==> config.mk <==
export PLATFORM = sky130hd
export DESIGN_NAME = cfdv_hist_mem
export DESIGN_NICKNAME = d
export VERILOG_FILES = /design/src/rtl/cfdv_hist_mem.sv
export SDC_FILE = /design/constraint.sdc
export NUM_CORES = 2
export LEC_CHECK = 0
export BUFFER_PORTS_ARGS = -buffer_cell sky130_fd_sc_hd__buf_4
export CORE_UTILIZATION = 25
export CTS_CLUSTER_SIZE = 25
export DETAILED_ROUTE_END_ITERATION = 16
export PLACE_DENSITY = 0.5
export SLEW_MARGIN = 15
export SYNTH_ARGS = -nofsm -noshare
export SYNTH_HDL_FRONTEND = slang
export SYNTH_SLANG_ARGS = --single-unit
==> constraint.sdc <==
create_clock -name clk_i -period 4.85 [get_ports clk_i]
set_clock_uncertainty 0.05 [all_clocks]
set_input_delay 0.2425 -clock clk_i [delete_from_list [all_inputs] [get_ports clk_i]]
set_output_delay 0.2425 -clock clk_i [all_outputs]
set_load 0.03 [all_outputs]
==> src/rtl/cfdv_hist_mem.sv <==
// ----------------------------------------------------------------------------
// cfdv_hist_mem
// History store of detection centres, {x, y} per entry. One write and one
// read port, read data registered.
// ----------------------------------------------------------------------------
module cfdv_hist_mem #(
  parameter int unsigned DEPTH = 128,
  parameter int unsigned AW    = 7,
  parameter int unsigned DW    = 32
) (
  input  logic          clk_i,
  input  logic          wr_en_i,
  input  logic [AW-1:0] wr_addr_i,
  input  logic [DW-1:0] wr_data_i,
  input  logic [AW-1:0] rd_addr_i,
  output logic [DW-1:0] rd_data_o
);

  logic [DW-1:0] mem_q [DEPTH];
  logic [DW-1:0] rd_data_q;

  // Write and registered read
  always_ff @(posedge clk_i) begin
    if (wr_en_i) begin
      mem_q[wr_addr_i] <= wr_data_i;
    end
    rd_data_q <= mem_q[rd_addr_i];
  end

  assign rd_data_o = rd_data_q;

endmodule

# After elaboration in Yosys (flattened, before gate mapping)
# Memories as Yosys holds them, arrays and structs flattened. A register that Yosys moved wholly into a read port is not among the register bits.
# Index checks and enable logic that the tools add are counted.
# totals
ff_bits,0
mem_bits_rw,4096
inputBits,48
out_inout_bits,32
elab_cells,3
mem_count,1
# op_classes
mux,2
# mem_list
memory,depth,width,rd,rd_clocked_by_memory_dff,write_ports,line_no,source
mem_q,128,32,1,1,1,19,logic [DW-1:0] mem_q [DEPTH];
# op_table
op,n
1-bit 2-to-1 mux,2

# Logic depth before layout (Yosys ltp)
# logic_depth
ltp_word,2
ltp_mapped,8
ltp_nobuf,4

# Worst setup path after synthesis
# OpenSTA, ideal clock, no wires.
# synth_path
kind,input to register
from,input port wr_en_i
to,"memory mem_q[98][0], enable pin"
setup_time_ns,0.461
arrival_time_ns,3.020
t_required_ns,4.339
setup_slack_ns,1.319
cell_stages,3
path_buffers,1
cell_sequence,clkbuf_1 -> nand4_1 -> nor3_1
# synth_via
elab_chain_len,2
# synth_lines
item,line_no,source
from (decl),12,"input logic wr_en_i,"
1-bit 2-to-1 mux,24,if (wr_en_i) begin
1-bit 2-to-1 mux (not written as such),25,mem_q[wr_addr_i] <= wr_data_i;
to (decl),19,
# No other way between the ends.

# Worst setup path in the final report
# layout_path
from,input port wr_en_i
to,"memory mem_q[62][9], enable pin"
# Same word-level chain as after synthesis.

==> run metrics <==
PortBufs 79; routed wire length approximately 450,000 µm; fraction of the yosys area taken by sequential cells 0.7912; final instance area 0.1839 mm²; Final Cycle Share 0.6651; crit-path max FO 16; die span in y slightly below 800 µm; placeable core region 0.6230 mm²; CTS tree built; total CTS buffers around 420; Area after DPL 0.1702 mm²; CP arrival 3840 ps; max-slew violations 0; drt initial violations approximately 8,400; critical path class in2reg; vias in the first global route 73,160; Post-CTS Repair Setup Buffers 0; largest net degree at the start of global routing about 100; crit start category input port; main combinational cell family by area after synthesis multiplexers; row cnt 290; worst slew pin tran 1216 ps; cells after synthesis 5,990; status completed; CTS sink count 4,128; Compound-Gate Fraction of Synth Area 0; IO Pins 80; Slowest-stage cell, CP dlygate4sd3_1; Tmin final 3226 ps; Via density about 4.6; final hold vios 0; worst skew pair latency between 1000 and 1500 ps; #FFs+latches synth 4,128; syn_area_per_cell 26.09 µm²; Layout area overhead 17.68%; most used cell, CP buf_4; worst-path cell chain dlygate4sd3_1 > buf_4 > nor2b_1 > nand3_2 > buf_4 > nor2_4 > buf_4; VDD IR max 0.0003019 V; Mapped Nets 6,038; Yosys cell types 17; htree depth 5; Final setup viols 0; CTS root buffer clkbuf_16; total track usage 0.1406; slowest cell delay on critical path 780 ps; via count between 70,000 and 80,000; setup TNS 0 ps; first-pass GRT wire length a little over 600,000 µm; full die area 0.6283 mm²; Die Width 792.6 µm; # nets final around 6,600; initial antenna violation count 73; area share of the leading cell type in the synthesized netlist 0.7871; critical path's top delay family buffers and inverters; f_max 0.3100 GHz; xor and xnor area share after synthesis 0; fraction of layout cells with a size suffix above 1 0.3606; Data required, critical path 5460 ps; min-delay worst type in2reg; RSZ-0062 raised after global routing false; Max-Cap Viols 0; post-synthesis mux area share 0.1960; Overflow after GRT 0; adder-cell share of the synthesized area 0; pwr dens 407.9 mW/mm²; Mapped Area 0.1563 mm²; DRC Markers 0; Post-DP HPWL between 200,000 and 300,000 µm; detailed-router iteration count before antenna repair 5; post-synthesis simple-gate area fraction 0.004460; Area contributors post-synth edfxtp_1 79%, mux4_2 19%, clkbuf_1 0.44%, dfxtp_1 0.41%, nor2_1 0.29%; Crit path buffers/inverters 4; Max-slew headroom 0.1891; CTS max path bufs 4; DRT antenna net count 0; WL/cell 29.70 µm; Crit. End Element flip-flop; initial core utilization 0.2508; GPL Wtd Cong 0.7663; synth warn 0; Clock Pin Slew Worst Setup and Hold Paths roughly 60 ps; largest area contributor in the netlist edfxtp_1; Pleak 54.82 nW
state kept, by name (all words and copies together) (netlist names):
name       cells
mem_q       4096
rd_data_o     32
metal layers:
metal / global-route usage / share of wire
met5: 0 / 0.00023
met4: 0.03277 / 0.021
met3: 0.02211 / 0.068
met1: 0.1945 / 0.42
met2: 0.2333 / 0.49
cells by family (layout without fill, tap and decap cells):
| logic type | Yosys count | count (layout) |
|---|---|---|
| muxes | 1376 | 1376 |
| buffers and inverters | 316 | 1192 |
| other | 0 | 27 |
| DFF | 4128 | 4128 |
| and+or+nand+nor | 170 | 170 |
metrics by stage:
step           instances  power (mW)  setup slack, ps  hold slack, ps    util
6_report           15220       75.02             1624           190.3  0.2952
5_1_grt            15200       77.09             1649           147.3  0.2951
4_1_cts            15190       75.75             1719           101.7  0.2949
3_5_place_dp       14390       44.50            928.3           673.1  0.2732
3_3_place_gp       14390       44.43            935.5           650.4  0.2732
2_1_floorplan       5990       42.19             1319           291.4       -
cells in the mapped netlist, drive strengths merged:
| cell | number |
|---|---|
| nand2b | 2 |
| nand3 | 12 |
| buf | 134 |
| nand4 | 3 |
| dfxtp | 32 |
| mux2 | 32 |
| or3 | 1 |
| clkbuf | 182 |
| nor3 | 9 |
| nor2 | 122 |
| nor2b | 7 |
| edfxtp | 4096 |
| nand2 | 14 |
| mux4 | 1344 |
worst reg2reg max path, delay by kind of cell, from the launching register on:
kind | cells | cell delay, ps
flip-flops | 1 | 370
multiplexers | 4 | 2210
path summary, 6_finish.rpt:
path	end	cells past startpoint	slack, ps	from
worst max-delay path	mem_q[62][9]	7	1620	wr_en_i
worst min-delay path	mem_q[103][13]	3	190	wr_addr_i[5]
worst max register to register	rd_data_o[24]	4	2070	mem_q[85][24]
worst min register to register	rd_data_o[8]	4	1090	mem_q[119][8]
report_power, final:
part / switching (mW) / internal, mW / leakage [nW] / total [mW]
Combinational: 2.55 / 1.53 / 11.3 / 4.08
Sequential: 0.188 / 39.4 / 37.1 / 39.6
Clock: 13.7 / 17.6 / 6.42 / 31.4
repair_timing:
action / in CTS / in global routing
hold buffers: 39 / 0
resized for setup: 0 / 0
endpoints found under the hold margin: 2164 / 0
final cells by class:
type                       count  area (µm²)
clock inverter               233        2143
tap                         8322       10410
timing repair buffer         433        4309
antenna                       27       67.56
multi-input combinational   1546       32290
sequential                  4128      123600
fill                       59530      439100
clock buffer                 526       11040
cells in the final DEF (no fill, tap or decap), types with 4 or more instances in the layout:
master | Yosys | layout
buf_12 | 0 | 68
clkinv_1 | 0 | 94
clkbuf_8 | 0 | 11
nand3_1 | 12 | 8
clkinv_8 | 0 | 7
clkinv_2 | 0 | 71
nand2_1 | 14 | 11
nor2_4 | 0 | 119
nor2b_1 | 7 | 7
mux2_2 | 32 | 32
dlygate4sd3_1 | 0 | 39
buf_4 | 3 | 317
bufinv_16 | 0 | 28
nor3_2 | 0 | 9
buf_16 | 0 | 4
clkinv_16 | 0 | 7
clkinvlp_4 | 0 | 11
inv_6 | 0 | 5
diode_2 | 0 | 27
mux4_2 | 1344 | 1344
edfxtp_1 | 4096 | 4096
clkbuf_1 | 182 | 94
clkinv_4 | 0 | 5
inv_16 | 0 | 5
dfxtp_1 | 32 | 32
clkbuf_16 | 0 | 421
nand3_2 | 0 | 4
Power figures use the tool's default switching activity.
