==> src/rtl/cfdv_pkg.sv <==
// ----------------------------------------------------------------------------
// cfdv_pkg
// Shared types and constants of the consecutive-frame detection validator:
// opcodes, result kinds, register indexes, payload structs and FSM states.
// ----------------------------------------------------------------------------
package cfdv_pkg;

  // Field widths fixed by the item format
  localparam int unsigned COORD_W    = 16;
  localparam int unsigned REQ_W      = 4;
  localparam int unsigned MCOUNT_W   = 4;
  localparam int unsigned DIST_W     = 33;
  localparam int unsigned SQ_W       = 32;
  localparam int unsigned CNT_W      = 32;
  localparam int unsigned OP_W       = 2;
  localparam int unsigned CFG_IDX_W  = 3;
  localparam int unsigned CFG_DATA_W = 33;

  // Register reset values
  localparam logic [COORD_W-1:0] RST_MIN_CONF    = 16'd0;
  localparam logic [COORD_W-1:0] RST_MIN_RADIUS  = 16'd0;
  localparam logic [COORD_W-1:0] RST_MAX_RADIUS  = 16'hFFFF;
  localparam logic [REQ_W-1:0]   RST_REQ_FRAMES  = 4'd3;
  localparam logic [DIST_W-1:0]  RST_MAX_DIST_SQ = 33'd102400;

  typedef enum logic [OP_W-1:0] {
    OP_DET     = 2'd0,
    OP_DET_EOF = 2'd1,
    OP_EOF     = 2'd2,
    OP_NOP     = 2'd3
  } op_e;

  typedef enum logic {
    KIND_REPORT  = 1'b0,
    KIND_SUMMARY = 1'b1
  } kind_e;

  typedef enum logic [CFG_IDX_W-1:0] {
    REG_MIN_CONF    = 3'd0,
    REG_MIN_RADIUS  = 3'd1,
    REG_MAX_RADIUS  = 3'd2,
    REG_REQ_FRAMES  = 3'd3,
    REG_MAX_DIST_SQ = 3'd4
  } reg_idx_e;

  typedef enum logic [2:0] {
    ST_IDLE,
    ST_SLOT,
    ST_ISSUE,
    ST_WAIT,
    ST_REPORT,
    ST_SUMMARY
  } state_e;

  typedef struct packed {
    logic [COORD_W-1:0] min_conf;
    logic [COORD_W-1:0] radius_lo;
    logic [COORD_W-1:0] radius_hi;
    logic [REQ_W-1:0]   req_frames;
    logic [DIST_W-1:0]  max_dist_sq;
  } cfg_t;

  typedef struct packed {
    logic [OP_W-1:0]    opcode;
    logic [COORD_W-1:0] center_x;
    logic [COORD_W-1:0] center_y;
    logic [COORD_W-1:0] ball_radius;
    logic [COORD_W-1:0] confidence;
  } in_item_t;

  typedef struct packed {
    kind_e               kind;
    logic                validated;
    logic [MCOUNT_W-1:0] match_count;
    logic                frame_has_ball;
    logic                frame_overflow;
    logic [CNT_W-1:0]    frame_total;
    logic [CNT_W-1:0]    detection_total;
    logic [CNT_W-1:0]    validated_total;
    logic                last;
  } out_item_t;

  // Tag of one history read travelling down the distance pipeline
  typedef struct packed {
    logic valid;
    logic epoch;
    logic last;
  } issue_t;

  typedef struct packed {
    logic valid;
    logic epoch;
    logic last;
    logic hit;
  } dist_res_t;

endpackage

==> src/rtl/cfdv_dist.sv <==
// ----------------------------------------------------------------------------
// cfdv_dist
// Distance pipeline: squares the centre offsets of one stored entry against
// the current detection and compares the sum with the distance limit.
// ----------------------------------------------------------------------------
module cfdv_dist (
  input  logic                           clk_i,
  input  logic                           rst_ni,
  input  cfdv_pkg::issue_t               issue_i,
  input  logic [cfdv_pkg::COORD_W-1:0]   px_i,
  input  logic [cfdv_pkg::COORD_W-1:0]   py_i,
  input  logic [cfdv_pkg::COORD_W-1:0]   cx_i,
  input  logic [cfdv_pkg::COORD_W-1:0]   cy_i,
  input  logic [cfdv_pkg::DIST_W-1:0]    max_dist_sq_i,
  output cfdv_pkg::dist_res_t            res_o
);

  cfdv_pkg::issue_t               tag1_q, tag2_q;
  logic [cfdv_pkg::COORD_W-1:0]   dx, dy;
  logic [cfdv_pkg::SQ_W-1:0]      sqx_d, sqy_d, sqx_q, sqy_q;
  logic [cfdv_pkg::DIST_W-1:0]    dist_sq;

  // Align the tag with the memory read, then with the squares
  always_ff @(posedge clk_i or negedge rst_ni) begin
    if (!rst_ni) begin
      tag1_q <= '0;
      tag2_q <= '0;
    end else begin
      tag1_q <= issue_i;
      tag2_q <= tag1_q;
    end
  end

  // Absolute offsets and their squares
  always_comb begin
    dx    = (cx_i > px_i) ? (cx_i - px_i) : (px_i - cx_i);
    dy    = (cy_i > py_i) ? (cy_i - py_i) : (py_i - cy_i);
    sqx_d = {16'd0, dx} * {16'd0, dx};
    sqy_d = {16'd0, dy} * {16'd0, dy};
  end

  always_ff @(posedge clk_i) begin
    sqx_q <= sqx_d;
    sqy_q <= sqy_d;
  end

  // Sum and compare against the limit
  assign dist_sq = {1'b0, sqx_q} + {1'b0, sqy_q};

  always_comb begin
    res_o.valid = tag2_q.valid;
    res_o.epoch = tag2_q.epoch;
    res_o.last  = tag2_q.last;
    res_o.hit   = (dist_sq <= max_dist_sq_i);
  end

endmodule

==> config.mk <==
export PLATFORM = sky130hd
export DESIGN_NAME = cfdv_dist
export DESIGN_NICKNAME = d
export VERILOG_FILES = /design/src/rtl/cfdv_pkg.sv /design/src/rtl/cfdv_dist.sv
export SDC_FILE = /design/constraint.sdc
export NUM_CORES = 1
export LEC_CHECK = 0
export BUFFER_PORTS_ARGS = -buffer_cell sky130_fd_sc_hd__buf_4
export CELL_PAD_IN_SITES_DETAIL_PLACEMENT = 2
export CELL_PAD_IN_SITES_GLOBAL_PLACEMENT = 2
export CORE_MARGIN = 5
export CORE_UTILIZATION = 44
export DETAILED_ROUTE_END_ITERATION = 12
export PLACE_DENSITY_LB_ADDON = 0.2
export SYNTH_ARGS = -nofsm -noshare
export SYNTH_HDL_FRONTEND = slang
export SYNTH_SLANG_ARGS = --single-unit
export TNS_END_PERCENT = 30
==> constraint.sdc <==
create_clock -name clk_i -period 13.1 [get_ports clk_i]
set_input_delay 2.62 -clock clk_i [delete_from_list [all_inputs] [get_ports clk_i]]
set_output_delay 2.62 -clock clk_i [all_outputs]
set_load 0.02 [all_outputs]
# Word-level counts from Yosys, hierarchy flattened
# Cells that the tools add are included.
[op_classes]
bitwise_logic = 0
shifts = 0
n_reduce_logical = 0
n_mux = 2
magnitude_cmp = 3
eq_ne = 0
mul = 2
addsub = 5
div_mod_pow = 0
[op_table]
columns = ["cell", "count"]
rows = [
  ["multiplier 16 x 16 -> 32 bit", 2],
  ["subtractor 16 bit", 4],
  ["adder 32 x 32 -> 33 bit", 1],
  ["<= comparator 33 bit", 1],
  ["greater-than comparator 16 bit", 2],
  ["2-to-1 mux 16 bit", 2],
]
[word_totals]
rom_bits = 0
mem_count = 0
out_inout_bits = 4
inputBits = 102
register_bits = 70
latchBits = 0
ramBits = 0
elab_cells = 20

# Depth between registers and ports, before layout
# Gate-level depths: netlist of run 1.
[depth]
depth_word = 3
mapped_depth = 40
ltp_nobuf = 37

# Worst setup path before layout of run 1
# No wires, ideal clock.
[synth_timing]
path_type = "input -> register"
start = "input cx_i[0] (netlist bit)"
end = "register sqx_q[29] (netlist bit)"
path_slack_ns = 2.606
n_path_buf = 2
path_stages = 35
arrival_ns = 10.371
t_required_ns = 12.977
setup_ns = 0.123
path_cell_list = "inv_1 > ha_1 > fa_1 > nor2b_1 > o21ai_0 > a21o_1 > a31o_2 > a21bo_2 > buf_6 > mux2_4 > xnor2_2 > inv_2 > buf_2 > nand2_1 > inv_1 > fa_1 > inv_1 > fa_1 > inv_1 > fa_1 > fa_1 > fa_1 > inv_1 > fa_1 > inv_1 > ha_1 > a21o_1 > a41oi_1 > o221ai_1 > a2111oi_0 > a21oi_1 > a221oi_1 > o21ba_2 > o21bai_1 > xor2_1"
[synth_via]
elab_chain_cells = 3
elab_cells_between_ends = 5
classes_between = "add/sub (2); mul (1); order compare (1); mux (1)"
[synth_rtl]
columns = ["element", "line", "source"]
rows = [
  ["from (decl)", "cfdv_dist.sv:12", "input logic [cfdv_pkg::COORD_W-1:0] cx_i,"],
  ["subtractor 16 bit / greater-than comparator 16 bit (equally long branches)", "cfdv_dist.sv:36", "dx = (cx_i > px_i) ? (cx_i - px_i) : (px_i - cx_i);"],
  ["2-to-1 mux 16 bit *", "cfdv_dist.sv:36", ""],
  ["multiplier 16 x 16 -> 32 bit *", "cfdv_dist.sv:38", "sqx_d = {16'd0, dx} * {16'd0, dx};"],
  ["via sqx_d (one bit)", "cfdv_dist.sv:20", "logic [cfdv_pkg::SQ_W-1:0] sqx_d, sqy_d, sqx_q, sqy_q;"],
  ["to (signal assigned)", "cfdv_dist.sv:43", "sqx_q <= sqx_d;"],
  ["to (decl)", "cfdv_dist.sv:20", ""],
]
# Mark *: on every way through the listed nets, which the timed path passes. The rest lies on a longest branch.

# Final worst setup path of run 1
[layout_timing]
start = "input px_i[9] (netlist bit)"
end = "register sqx_q[30] (netlist bit)"
[layout_via]
elab_chain_cells = 3
elab_cells_between_ends = 5
classes_between = "add/sub (2); mul (1); order compare (1); mux (1)"
[layout_rtl]
columns = ["element", "line", "source"]
rows = [
  ["from (decl)", "cfdv_dist.sv:10", "input logic [cfdv_pkg::COORD_W-1:0] px_i,"],
  ["subtractor 16 bit / greater-than comparator 16 bit (equally long branches)", "cfdv_dist.sv:36", ""],
  ["2-to-1 mux 16 bit *", "cfdv_dist.sv:36", ""],
  ["multiplier 16 x 16 -> 32 bit *", "cfdv_dist.sv:38", ""],
  ["via sqx_d (one bit)", "cfdv_dist.sv:20", ""],
]
# Marks and branches as above.

==> results.md, run 1 <==
- TritonCTS buffer count: 9
- Reg-to-Reg End: res_o[3]$_DFF_PN0_
- Core Rows: 79
- Yosys reg bits: 68
- Tmin final: 12.22 ns
- Post-cts repair resize count: 0
- Final ANT Viol Nets: 0
- Layout Cells excl Fill: 3117
- Vias per inst: 5.55
- Cell taking the most area after synthesis: fa_1
- Routed WL per cell: 23.0 um
- Hold Buf Count CTS: 0
- Pre-Repair DR Iteration Count: 5
- Top cell type's share of synthesized area: 31.6%
- Vias in the first global route: 20.8k
- CTS tree: done
- Setup TNS: 0 ns
- ANT cells: 0
- Nets@finish: 3258
- Initial Utilization: 44.5%
- Routed WL: 71800 um
- Slew Limit Headroom: 24.8%
- R2R Setup Slk: 12.62 ns
- Final setup fails: 0
- Setup repair after global routing missed its margin: no
- DRC Markers: 0
- Status: finished, final reports clean
- Top FF cell, synth: dfxtp_1
- Number of synthesized flops with an enable pin: 0
- Overall die area: 0.0516 mm^2
- Max Slew Vio Count: 0
- FF-to-FF Start: tag1_q[2]$_DFF_PN0_
- Min-delay src: tag1_q[0]$_DFF_PN0_
- Placed Instances: 3101
- Largest net degree at the start of global routing: 23
- Buffers added on ports: 105
- Die Wd: 227 um
- Top post-synthesis cells by count: inv_1 (561), fa_1 (328), ha_1 (323), nor2_1 (178), nand2_1 (171)
- Worst setup EP type: flip-flop
- Layout area overhead: 8.69%
- Post-CTS Setup Repair Bufs: 0
- First-pass GRT wire length: 114000 um
- Final hold vios: 0
- Crit path DAT: 12.51 ns
- GRT Total Usage: 28.2%
- Fmax: 81.8 MHz
- Clock transition at path regs: 0.06 ns
- Clk buf depth: 2
- Total of max-cap violations: 0
- Critical-path top delay cell: a21bo_2
- H-Tree Depth: 3
- Worst hold endpoint: res_o[1]$_DFF_PN0_
- Clk_lat worst skew: 0.36 ns
- Sink Count: 68
- Worst Skew: 0.000324 ns
- Critical Path Max Stage Delay: 0.64 ns
- Dominant cell by count in the synthesized netlist: inv_1
- Worst setup path class: in2reg
- Worst Max-Slew Pin Slew: 1.12 ns
- Die Y: 227 um
- Core ar.: 0.0467 mm^2
- Initial antenna violation count: 1
- Synthesized area: 0.0208 mm^2
- FF-to-FF path depth: 0
- Crit path max fanout: 22
- Fin crit share: 93.3%
- Syn nets: 3166
- CP Launch Point: px_i[9]
- Avg Cell Area, Syn: 8.61 um^2
- DRT iter0 DRCs: 689
- Fill cells: 5232
- # IOs: 106
- Worst setup SP type: input pin
- Largest cells by area after synthesis: fa_1 (32%), ha_1 (19%), inv_1 (10%)
- HPWL after detailed placement: 59700 um
- Cells after Synth: 2413
- Via count: 17.3k
- Hold path cells: 0
- Unique masters post-synth: 81
- Fraction of layout cells with a size suffix above 1: 8.41%
- Critical Path RT: 13.39 ns
- CTS root buf: clkbuf_16
- Post-synthesis sequential area ratio: 6.70%
- Total grt overflow: 0
- Synth warnings: 0
- Synth async-reset ratio: 8.82%
- Hold Path Class: reg2reg
- Final GP Congestion: 0.895
-- worst max-delay path: cells and delay by family --
kind	cells	cell delay [ns]
XOR/XNOR	2	0.33
adder cells (fa/ha/maj)	8	3.84
buffers and inverters	8	0.89
AO/OA/AOI/OAI	11	3.28
AND/OR/NAND/NOR	5	1.14
multiplexers	1	0.39
-- flip-flops by register name (all words and copies together), names as in the netlist --
name / cells
sqx_q: 31
sqy_q: 31
res_o: 3
tag1_q: 3
-- how the worst max path moves through the flow --
| stage | cells past startpoint | slack [ns] | end |
|---|---|---|---|
| floorplan | 35 | 2.61 | sqx_q[29]$_DFF_P_ |
| global placement | 35 | 1.39 | sqx_q[29]$_DFF_P_ |
| detailed placement | 35 | 0.82 | sqx_q[29]$_DFF_P_ |
| CTS | 35 | 0.99 | sqx_q[30]$_DFF_P_ |
| global route | 35 | 0.42 | sqx_q[31]$_DFF_P_ |
| finish | 35 | 0.88 | sqx_q[30]$_DFF_P_ |
-- cell type report --
cell class | count | area [um^2] | share of cell area, %
clock buffer | 9 | 225 | 0.998
clock inverter | 7 | 80.1 | 0.355
timing repair buffer | 136 | 1020 | 4.52
multi-input combinational | 1719 | 16900 | 75.1
sequential | 68 | 1390 | 6.16
inverter | 571 | 2150 | 9.51
tap | 607 | 759 | 3.36
-- per-layer routing --
metal	up-vias	GRT usage, %	part of all wire, %
li1	7772	-	-
met1	8933	34.7	41
met2	437	52.0	52
met3	144	3.78	4.2
met4	0	7.60	3.1
met5	-	0	0
-- through the flow --
| stage | cell area (um^2) | setup slack (ns) | util, % | hold slack (ns) |
|---|---|---|---|---|
| 2_1_floorplan | 20800 | 2.61 | - | 0.331 |
| 3_3_place_gp | 22300 | 1.39 | 47.7 | 0.333 |
| 3_5_place_dp | 22300 | 0.823 | 47.7 | 0.339 |
| 4_1_cts | 22600 | 0.990 | 48.4 | 0.362 |
| 5_1_grt | 22600 | 0.421 | 48.4 | 0.361 |
| 6_report | 22600 | 0.877 | 48.4 | 0.359 |
-- logic make-up (layout without fill, tap and decap cells) --
kind of cell / Yosys count / count (layout) / share of synthesized area [%]
XOR/XNOR: 124 / 124 / 5.59
AO/OA/AOI/OAI: 405 / 405 / 12.4
multiplexers: 18 / 18 / 1.08
buffers and inverters: 626 / 723 / 11.7
adder cells (fa/ha/maj): 651 / 651 / 51.1
flip-flops: 68 / 68 / 6.70
AND/OR/NAND/NOR: 521 / 521 / 11.5
-- cell usage in the layout (no fill, tap or decap), types with 62 or more instances in the layout --
master     n
inv_1    561
o21ai_0   70
a21oi_1  134
nand2_1  171
xnor2_1   81
nor2_1   178
ha_1     323
fa_1     328
dfxtp_1   62
buf_4    136
a21o_1    89
Power of run 1 is left out: the tool's default activity adds up to more than one toggle a clock period on the data nets, which glitch-free logic cannot reach.
==> run 2: changes to the inputs <==
Settings changed: PLACE_DENSITY_LB_ADDON 0.2 to 0.12.
==> results.md, run 2 (same netlist as run 1, synthesis figures left out) <==
- Status: finished, final reports clean (unchanged)
- Worst setup SP type: input pin (unchanged)
- WP depth: 35 (unchanged)
- Clk_lat worst skew: 0.36 ns (about the same)
- DRT iter0 DRCs: 794 (was 689)
- Layout area overhead: 8.80% (was 8.69%)
- R2R Setup Slk: 12.60 ns (was 12.62 ns)
- Post-cts repair resize count: 0 (unchanged)
- Commonest non-fill, non-tap cell in the layout: inv_1 (unchanged)
- CTS root buf: clkbuf_16 (unchanged)
- Setup TNS: 0 ns (unchanged)
- Worst setup path class: in2reg (unchanged)
- Final GP Congestion: 0.897 (was 0.895)
- Overall die area: 0.0516 mm^2 (unchanged)
- Via count: 17.1k (was 17.3k)
- Hold Buf Count CTS: 0 (unchanged)
- Final hold vios: 0 (unchanged)
- First-pass GRT wire length: 108000 um (was 114000 um)
- Registers with the most flip-flops: sqx_q (31), sqy_q (31) (unchanged)
- Die Y: 227 um (unchanged)
- Worst setup EP type: flip-flop (unchanged)
- CTS tree: done (unchanged)
- Final ANT Viol Nets: 0 (unchanged)
- GRT Total Usage: 26.6% (was 28.2%)
- Initial antenna violation count: 0 (was 1)
- Reg-to-Reg End: res_o[2]$_DFF_PN0_ (was res_o[3]$_DFF_PN0_)
- Total of max-cap violations: 0 (unchanged)
- Routed WL per cell: 21.9 um (was 23.0 um)
- Largest net degree at the start of global routing: 23 (unchanged)
- Worst Skew: 0.000160 ns (was 0.000324 ns)
- Fraction of layout cells with a size suffix above 1: 8.37% (was 8.41%)
- Critical Path RT: 13.35 ns (was 13.39 ns)
- CP Buf/Inv Count: 9 (was 8)
- Pre-Repair DR Iteration Count: 5 (unchanged)
- Clk buf depth: 2 (unchanged)
- Max Slew Vio Count: 0 (unchanged)
- Hold Path Class: reg2reg (unchanged)
- Core Rows: 79 (unchanged)
- Crit path max fanout: 22 (unchanged)
- CP Launch Point: px_i[9] (unchanged)
- Total grt overflow: 0 (unchanged)
- Crit path DAT: 12.53 ns (was 12.51 ns)
- Buffers added on ports: 105 (unchanged)
- Fmax: 81.4 MHz (was 81.8 MHz)
- Setup repair after global routing missed its margin: no (unchanged)
- Slew Limit Headroom: 29.5% (was 24.8%)
- Post-CTS Setup Repair Bufs: 0 (unchanged)
- Final setup fails: 0 (unchanged)
- Cell mode on critical path: inv_1
- HPWL after detailed placement: 59100 um (was 59700 um)
- Fin crit share: 93.8% (was 93.3%)
- Clock transition at path regs: 0.06 ns (about the same)
- Worst Max-Slew Pin Slew: 1.05 ns (was 1.12 ns)
- Critical path's top delay family: compound AO/OA/AOI/OAI gates (was adder cells)
- Tmin final: 12.29 ns (was 12.22 ns)
- Die Wd: 227 um (unchanged)
- FF-to-FF Start: tag1_q[1]$_DFF_PN0_ (was tag1_q[2]$_DFF_PN0_)
- DRC Markers: 0 (unchanged)
- Routed WL: 68100 um (was 71800 um)
- Vias in the first global route: 20.3k (was 20.8k)
- TritonCTS buffer count: 9 (unchanged)
- Core ar.: 0.0467 mm^2 (unchanged)
- Most frequent cells in the layout: inv_1 (561), fa_1 (328), ha_1 (323) (unchanged)
- FF-to-FF path depth: 0 (unchanged)
- Critical-path top delay cell: a21bo_2 (unchanged)
- Crit path to: sqx_q[31]$_DFF_P_ (was sqx_q[30]$_DFF_P_)
- # IOs: 106 (unchanged)
- ANT cells: 0 (unchanged)
- Sink Count: 68 (unchanged)
- Initial Utilization: 44.5% (unchanged)
- H-Tree Depth: 3 (unchanged)
- Critical Path Max Stage Delay: 0.64 ns (about the same)
- Nets@finish: 3257 (was 3258)
- Vias per inst: 5.47 (was 5.55)
[run 2: area by class of cell]
type,count,area (um^2)
clock buffers,10,239
clock inverters,6,95.1
fillers,5237,24100
inverters,571,2150
multi-input cells,1719,16900
flip-flops and latches,68,1390
well taps,607,759
repair buffers,135,1010
[run 2: metrics by stage]
step	instance area, um^2	worst slack, ns	utilization (%)	hold WS [ns]	cells
6_report	22600	0.815	48.4	0.365	3116
5_1_grt	22600	0.220	48.4	0.373	3116
4_1_cts	22600	0.893	48.4	0.364	3116
3_5_place_dp	22300	0.669	47.7	0.349	3100
3_3_place_gp	22300	1.25	47.7	0.336	3100
2_1_floorplan	20800	2.61	-	0.331	2413
[run 2: worst min path at each step]
stage                                   start                 end  slack, ns  cells past startpoint
after detailed placement  tag1_q[2]$_DFF_PN0_  res_o[3]$_DFF_PN0_       0.35                      0
after global routing      tag1_q[0]$_DFF_PN0_  res_o[1]$_DFF_PN0_       0.37                      0
final                     tag1_q[0]$_DFF_PN0_  res_o[1]$_DFF_PN0_       0.36                      0
after CTS                 tag1_q[2]$_DFF_PN0_  res_o[3]$_DFF_PN0_       0.36                      0
after global placement    tag1_q[2]$_DFF_PN0_  res_o[3]$_DFF_PN0_       0.34                      0
after floorplan           tag1_q[0]$_DFF_PN0_  res_o[1]$_DFF_PN0_       0.33                      0
[run 2: per-layer routing]
| metal | vias to the layer above | global-route usage, % | share of wire (%) | routed length [um] |
|---|---|---|---|---|
| li1 | 7758 | - | - | - |
| met1 | 8857 | 33.4 | 42 | 28900 |
| met2 | 321 | 48.9 | 52 | 35500 |
| met3 | 115 | 3.47 | 3.3 | 2220 |
| met4 | 0 | 5.79 | 2.3 | 1540 |
| met5 | - | 0 | 0 | 0 |
Power of run 2 is left out for the same reason.
==> run 3: changes to the inputs <==
==> constraint.sdc (replaced) <==
create_clock -name clk_i -period 13.1 [get_ports clk_i]
set_input_delay 0.655 -clock clk_i [delete_from_list [all_inputs] [get_ports clk_i]]
set_output_delay 0.655 -clock clk_i [all_outputs]
set_load 0.02 [all_outputs]
==> results.md, run 3 (same netlist as run 1, synthesis figures left out) <==
- Most frequent cells in the layout: inv_1 (561), fa_1 (328), ha_1 (323) (unchanged)
- Clock transition at path regs: 0.06 ns (about the same)
- Clk buf depth: 2 (unchanged)
- Initial Utilization: 44.5% (unchanged)
- DRC Markers: 0 (unchanged)
- Worst setup EP type: flip-flop (unchanged)
- Critical-path top delay cell: a2111oi_0 (was a21bo_2)
- Status: finished, final reports clean (unchanged)
- Vias in the first global route: 20.5k (was 20.3k)
- Hold Path Class: in2async (was reg2reg)
- Hold Buf Count CTS: 0 (unchanged)
- R2R Setup Slk: 12.61 ns (was 12.60 ns)
- # IOs: 106 (unchanged)
- Setup repair after global routing missed its margin: no (unchanged)
- ANT cells: 0 (unchanged)
- Nets@finish: 3247 (was 3257)
- Crit path DAT: 10.72 ns (was 12.53 ns)
- Tmin final: 10.49 ns (was 12.29 ns)
- Registers with the most flip-flops: sqx_q (31), sqy_q (31) (unchanged)
- Fmax: 95.4 MHz (was 81.4 MHz)
- Initial antenna violation count: 0 (unchanged)
- Core Rows: 79 (unchanged)
- HPWL after detailed placement: 59100 um (about the same)
- FF-to-FF path depth: 0 (unchanged)
- Fraction of layout cells with a size suffix above 1: 8.00% (was 8.37%)
- Routed WL: 68100 um (about the same)
- GRT Total Usage: 26.9% (was 26.6%)
- Core ar.: 0.0467 mm^2 (unchanged)
- Total grt overflow: 0 (unchanged)
- Commonest non-fill, non-tap cell in the layout: inv_1 (unchanged)
- Worst setup SP type: input pin (unchanged)
- Fin crit share: 80.1% (was 93.8%)
- Setup TNS: 0 ns (unchanged)
- Sink Count: 68 (unchanged)
- TritonCTS buffer count: 9 (unchanged)
- Slew Limit Headroom: 23.5% (was 29.5%)
- Via count: 17.1k (about the same)
- Largest net degree at the start of global routing: 23 (unchanged)
- Final GP Congestion: 0.909 (was 0.897)
- Die Wd: 227 um (unchanged)
- Worst setup path class: in2reg (unchanged)
- DRT iter0 DRCs: 761 (was 794)
- Clk_lat worst skew: 0.35 ns (was 0.36 ns)
- Routed WL per cell: 21.9 um (about the same)
- Cell mode on critical path: fa_1 (was inv_1)
- Worst Max-Slew Pin Slew: 1.14 ns (was 1.05 ns)
- Pre-Repair DR Iteration Count: 6 (was 5)
- Final setup fails: 0 (unchanged)
- Post-cts repair resize count: 0 (unchanged)
- Final ANT Viol Nets: 0 (unchanged)
- Final hold vios: 0 (unchanged)
- Max Slew Vio Count: 0 (unchanged)
- Critical Path RT: 13.34 ns (was 13.35 ns)
- FF-to-FF Start: tag1_q[0]$_DFF_PN0_ (was tag1_q[1]$_DFF_PN0_)
- Overall die area: 0.0516 mm^2 (unchanged)
- First-pass GRT wire length: 110000 um (was 108000 um)
- Die Y: 227 um (unchanged)
- Buffers added on ports: 105 (unchanged)
- CTS root buf: clkbuf_16 (unchanged)
- H-Tree Depth: 3 (unchanged)
- Total of max-cap violations: 0 (unchanged)
- Worst Skew: 0.000799 ns (was 0.000160 ns)
- Fill cells: 5299 (was 5237)
- Vias per inst: 5.50 (was 5.47)
- Critical Path Max Stage Delay: 0.79 ns (was 0.64 ns)
- Reg-to-Reg End: res_o[1]$_DFF_PN0_ (was res_o[2]$_DFF_PN0_)
- Layout area overhead: 8.30% (was 8.80%)
- Crit path max fanout: 22 (unchanged)
- CTS tree: done (unchanged)
- Post-CTS Setup Repair Bufs: 0 (unchanged)
## run 3: changes by cell type in the layout (fill, tap and decap cells not counted), sizes merged
cell      change
inv           +3
clkinv        -2
clkbuf        -1
clkinvlp      +1
buf          -10
bufinv        -1
## run 3: layout make-up
type | count | area [um^2] | area share, %
clock buffer | 9 | 225 | 1.00
sequential | 68 | 1390 | 6.19
tap | 607 | 759 | 3.38
inverter | 571 | 2150 | 9.54
timing repair buffer | 125 | 938 | 4.17
multi-input combinational | 1719 | 16900 | 75.4
clock inverter | 7 | 81.3 | 0.362
## run 3: worst max-delay path, delay by kind of cell
kind	cells	cell delay, ns
compound gates	12	3.63
fa+ha+maj	8	3.70
xor+xnor	2	0.33
buf+inv	7	0.93
simple gates	4	1.11
mux	1	0.38
## run 3: metrics by stage
stage | setup WS, ns | cells | cell area, um^2 | hold slack (ns) | util, %
floorplan | 4.57 | 2413 | 20800 | 0.331 | -
global placement | 3.25 | 3090 | 22200 | 0.338 | 47.5
detailed placement | 2.51 | 3090 | 22200 | 0.353 | 47.5
CTS | 2.78 | 3106 | 22500 | 0.0833 | 48.2
global route | 2.16 | 3106 | 22500 | 0.0858 | 48.2
finish | 2.61 | 3106 | 22500 | 0.0924 | 48.2
## run 3: per-layer routing
metal  GRT usage, %  share of wire, %  wire [um]  vias to the layer above
met5              0                 0          0                        -
met4           5.71               2.3       1540                        0
met3           2.41               3.4       2320                      106
met2           50.6                53      36000                      334
met1           33.6                41      28200                     8885
li1               -                 -          -                     7753
## run 3: how the worst max path moves through the flow
| stage | from | endpoint | cells past startpoint |
|---|---|---|---|
| finish | cx_i[9] | sqx_q[29]$_DFF_P_ | 34 |
| CTS | cx_i[9] | sqx_q[29]$_DFF_P_ | 34 |
| global route | cx_i[9] | sqx_q[31]$_DFF_P_ | 34 |
| detailed placement | cx_i[9] | sqx_q[30]$_DFF_P_ | 34 |
| floorplan | cx_i[0] | sqx_q[29]$_DFF_P_ | 35 |
| global placement | px_i[9] | sqx_q[30]$_DFF_P_ | 35 |
Power of run 3 is left out for the same reason.
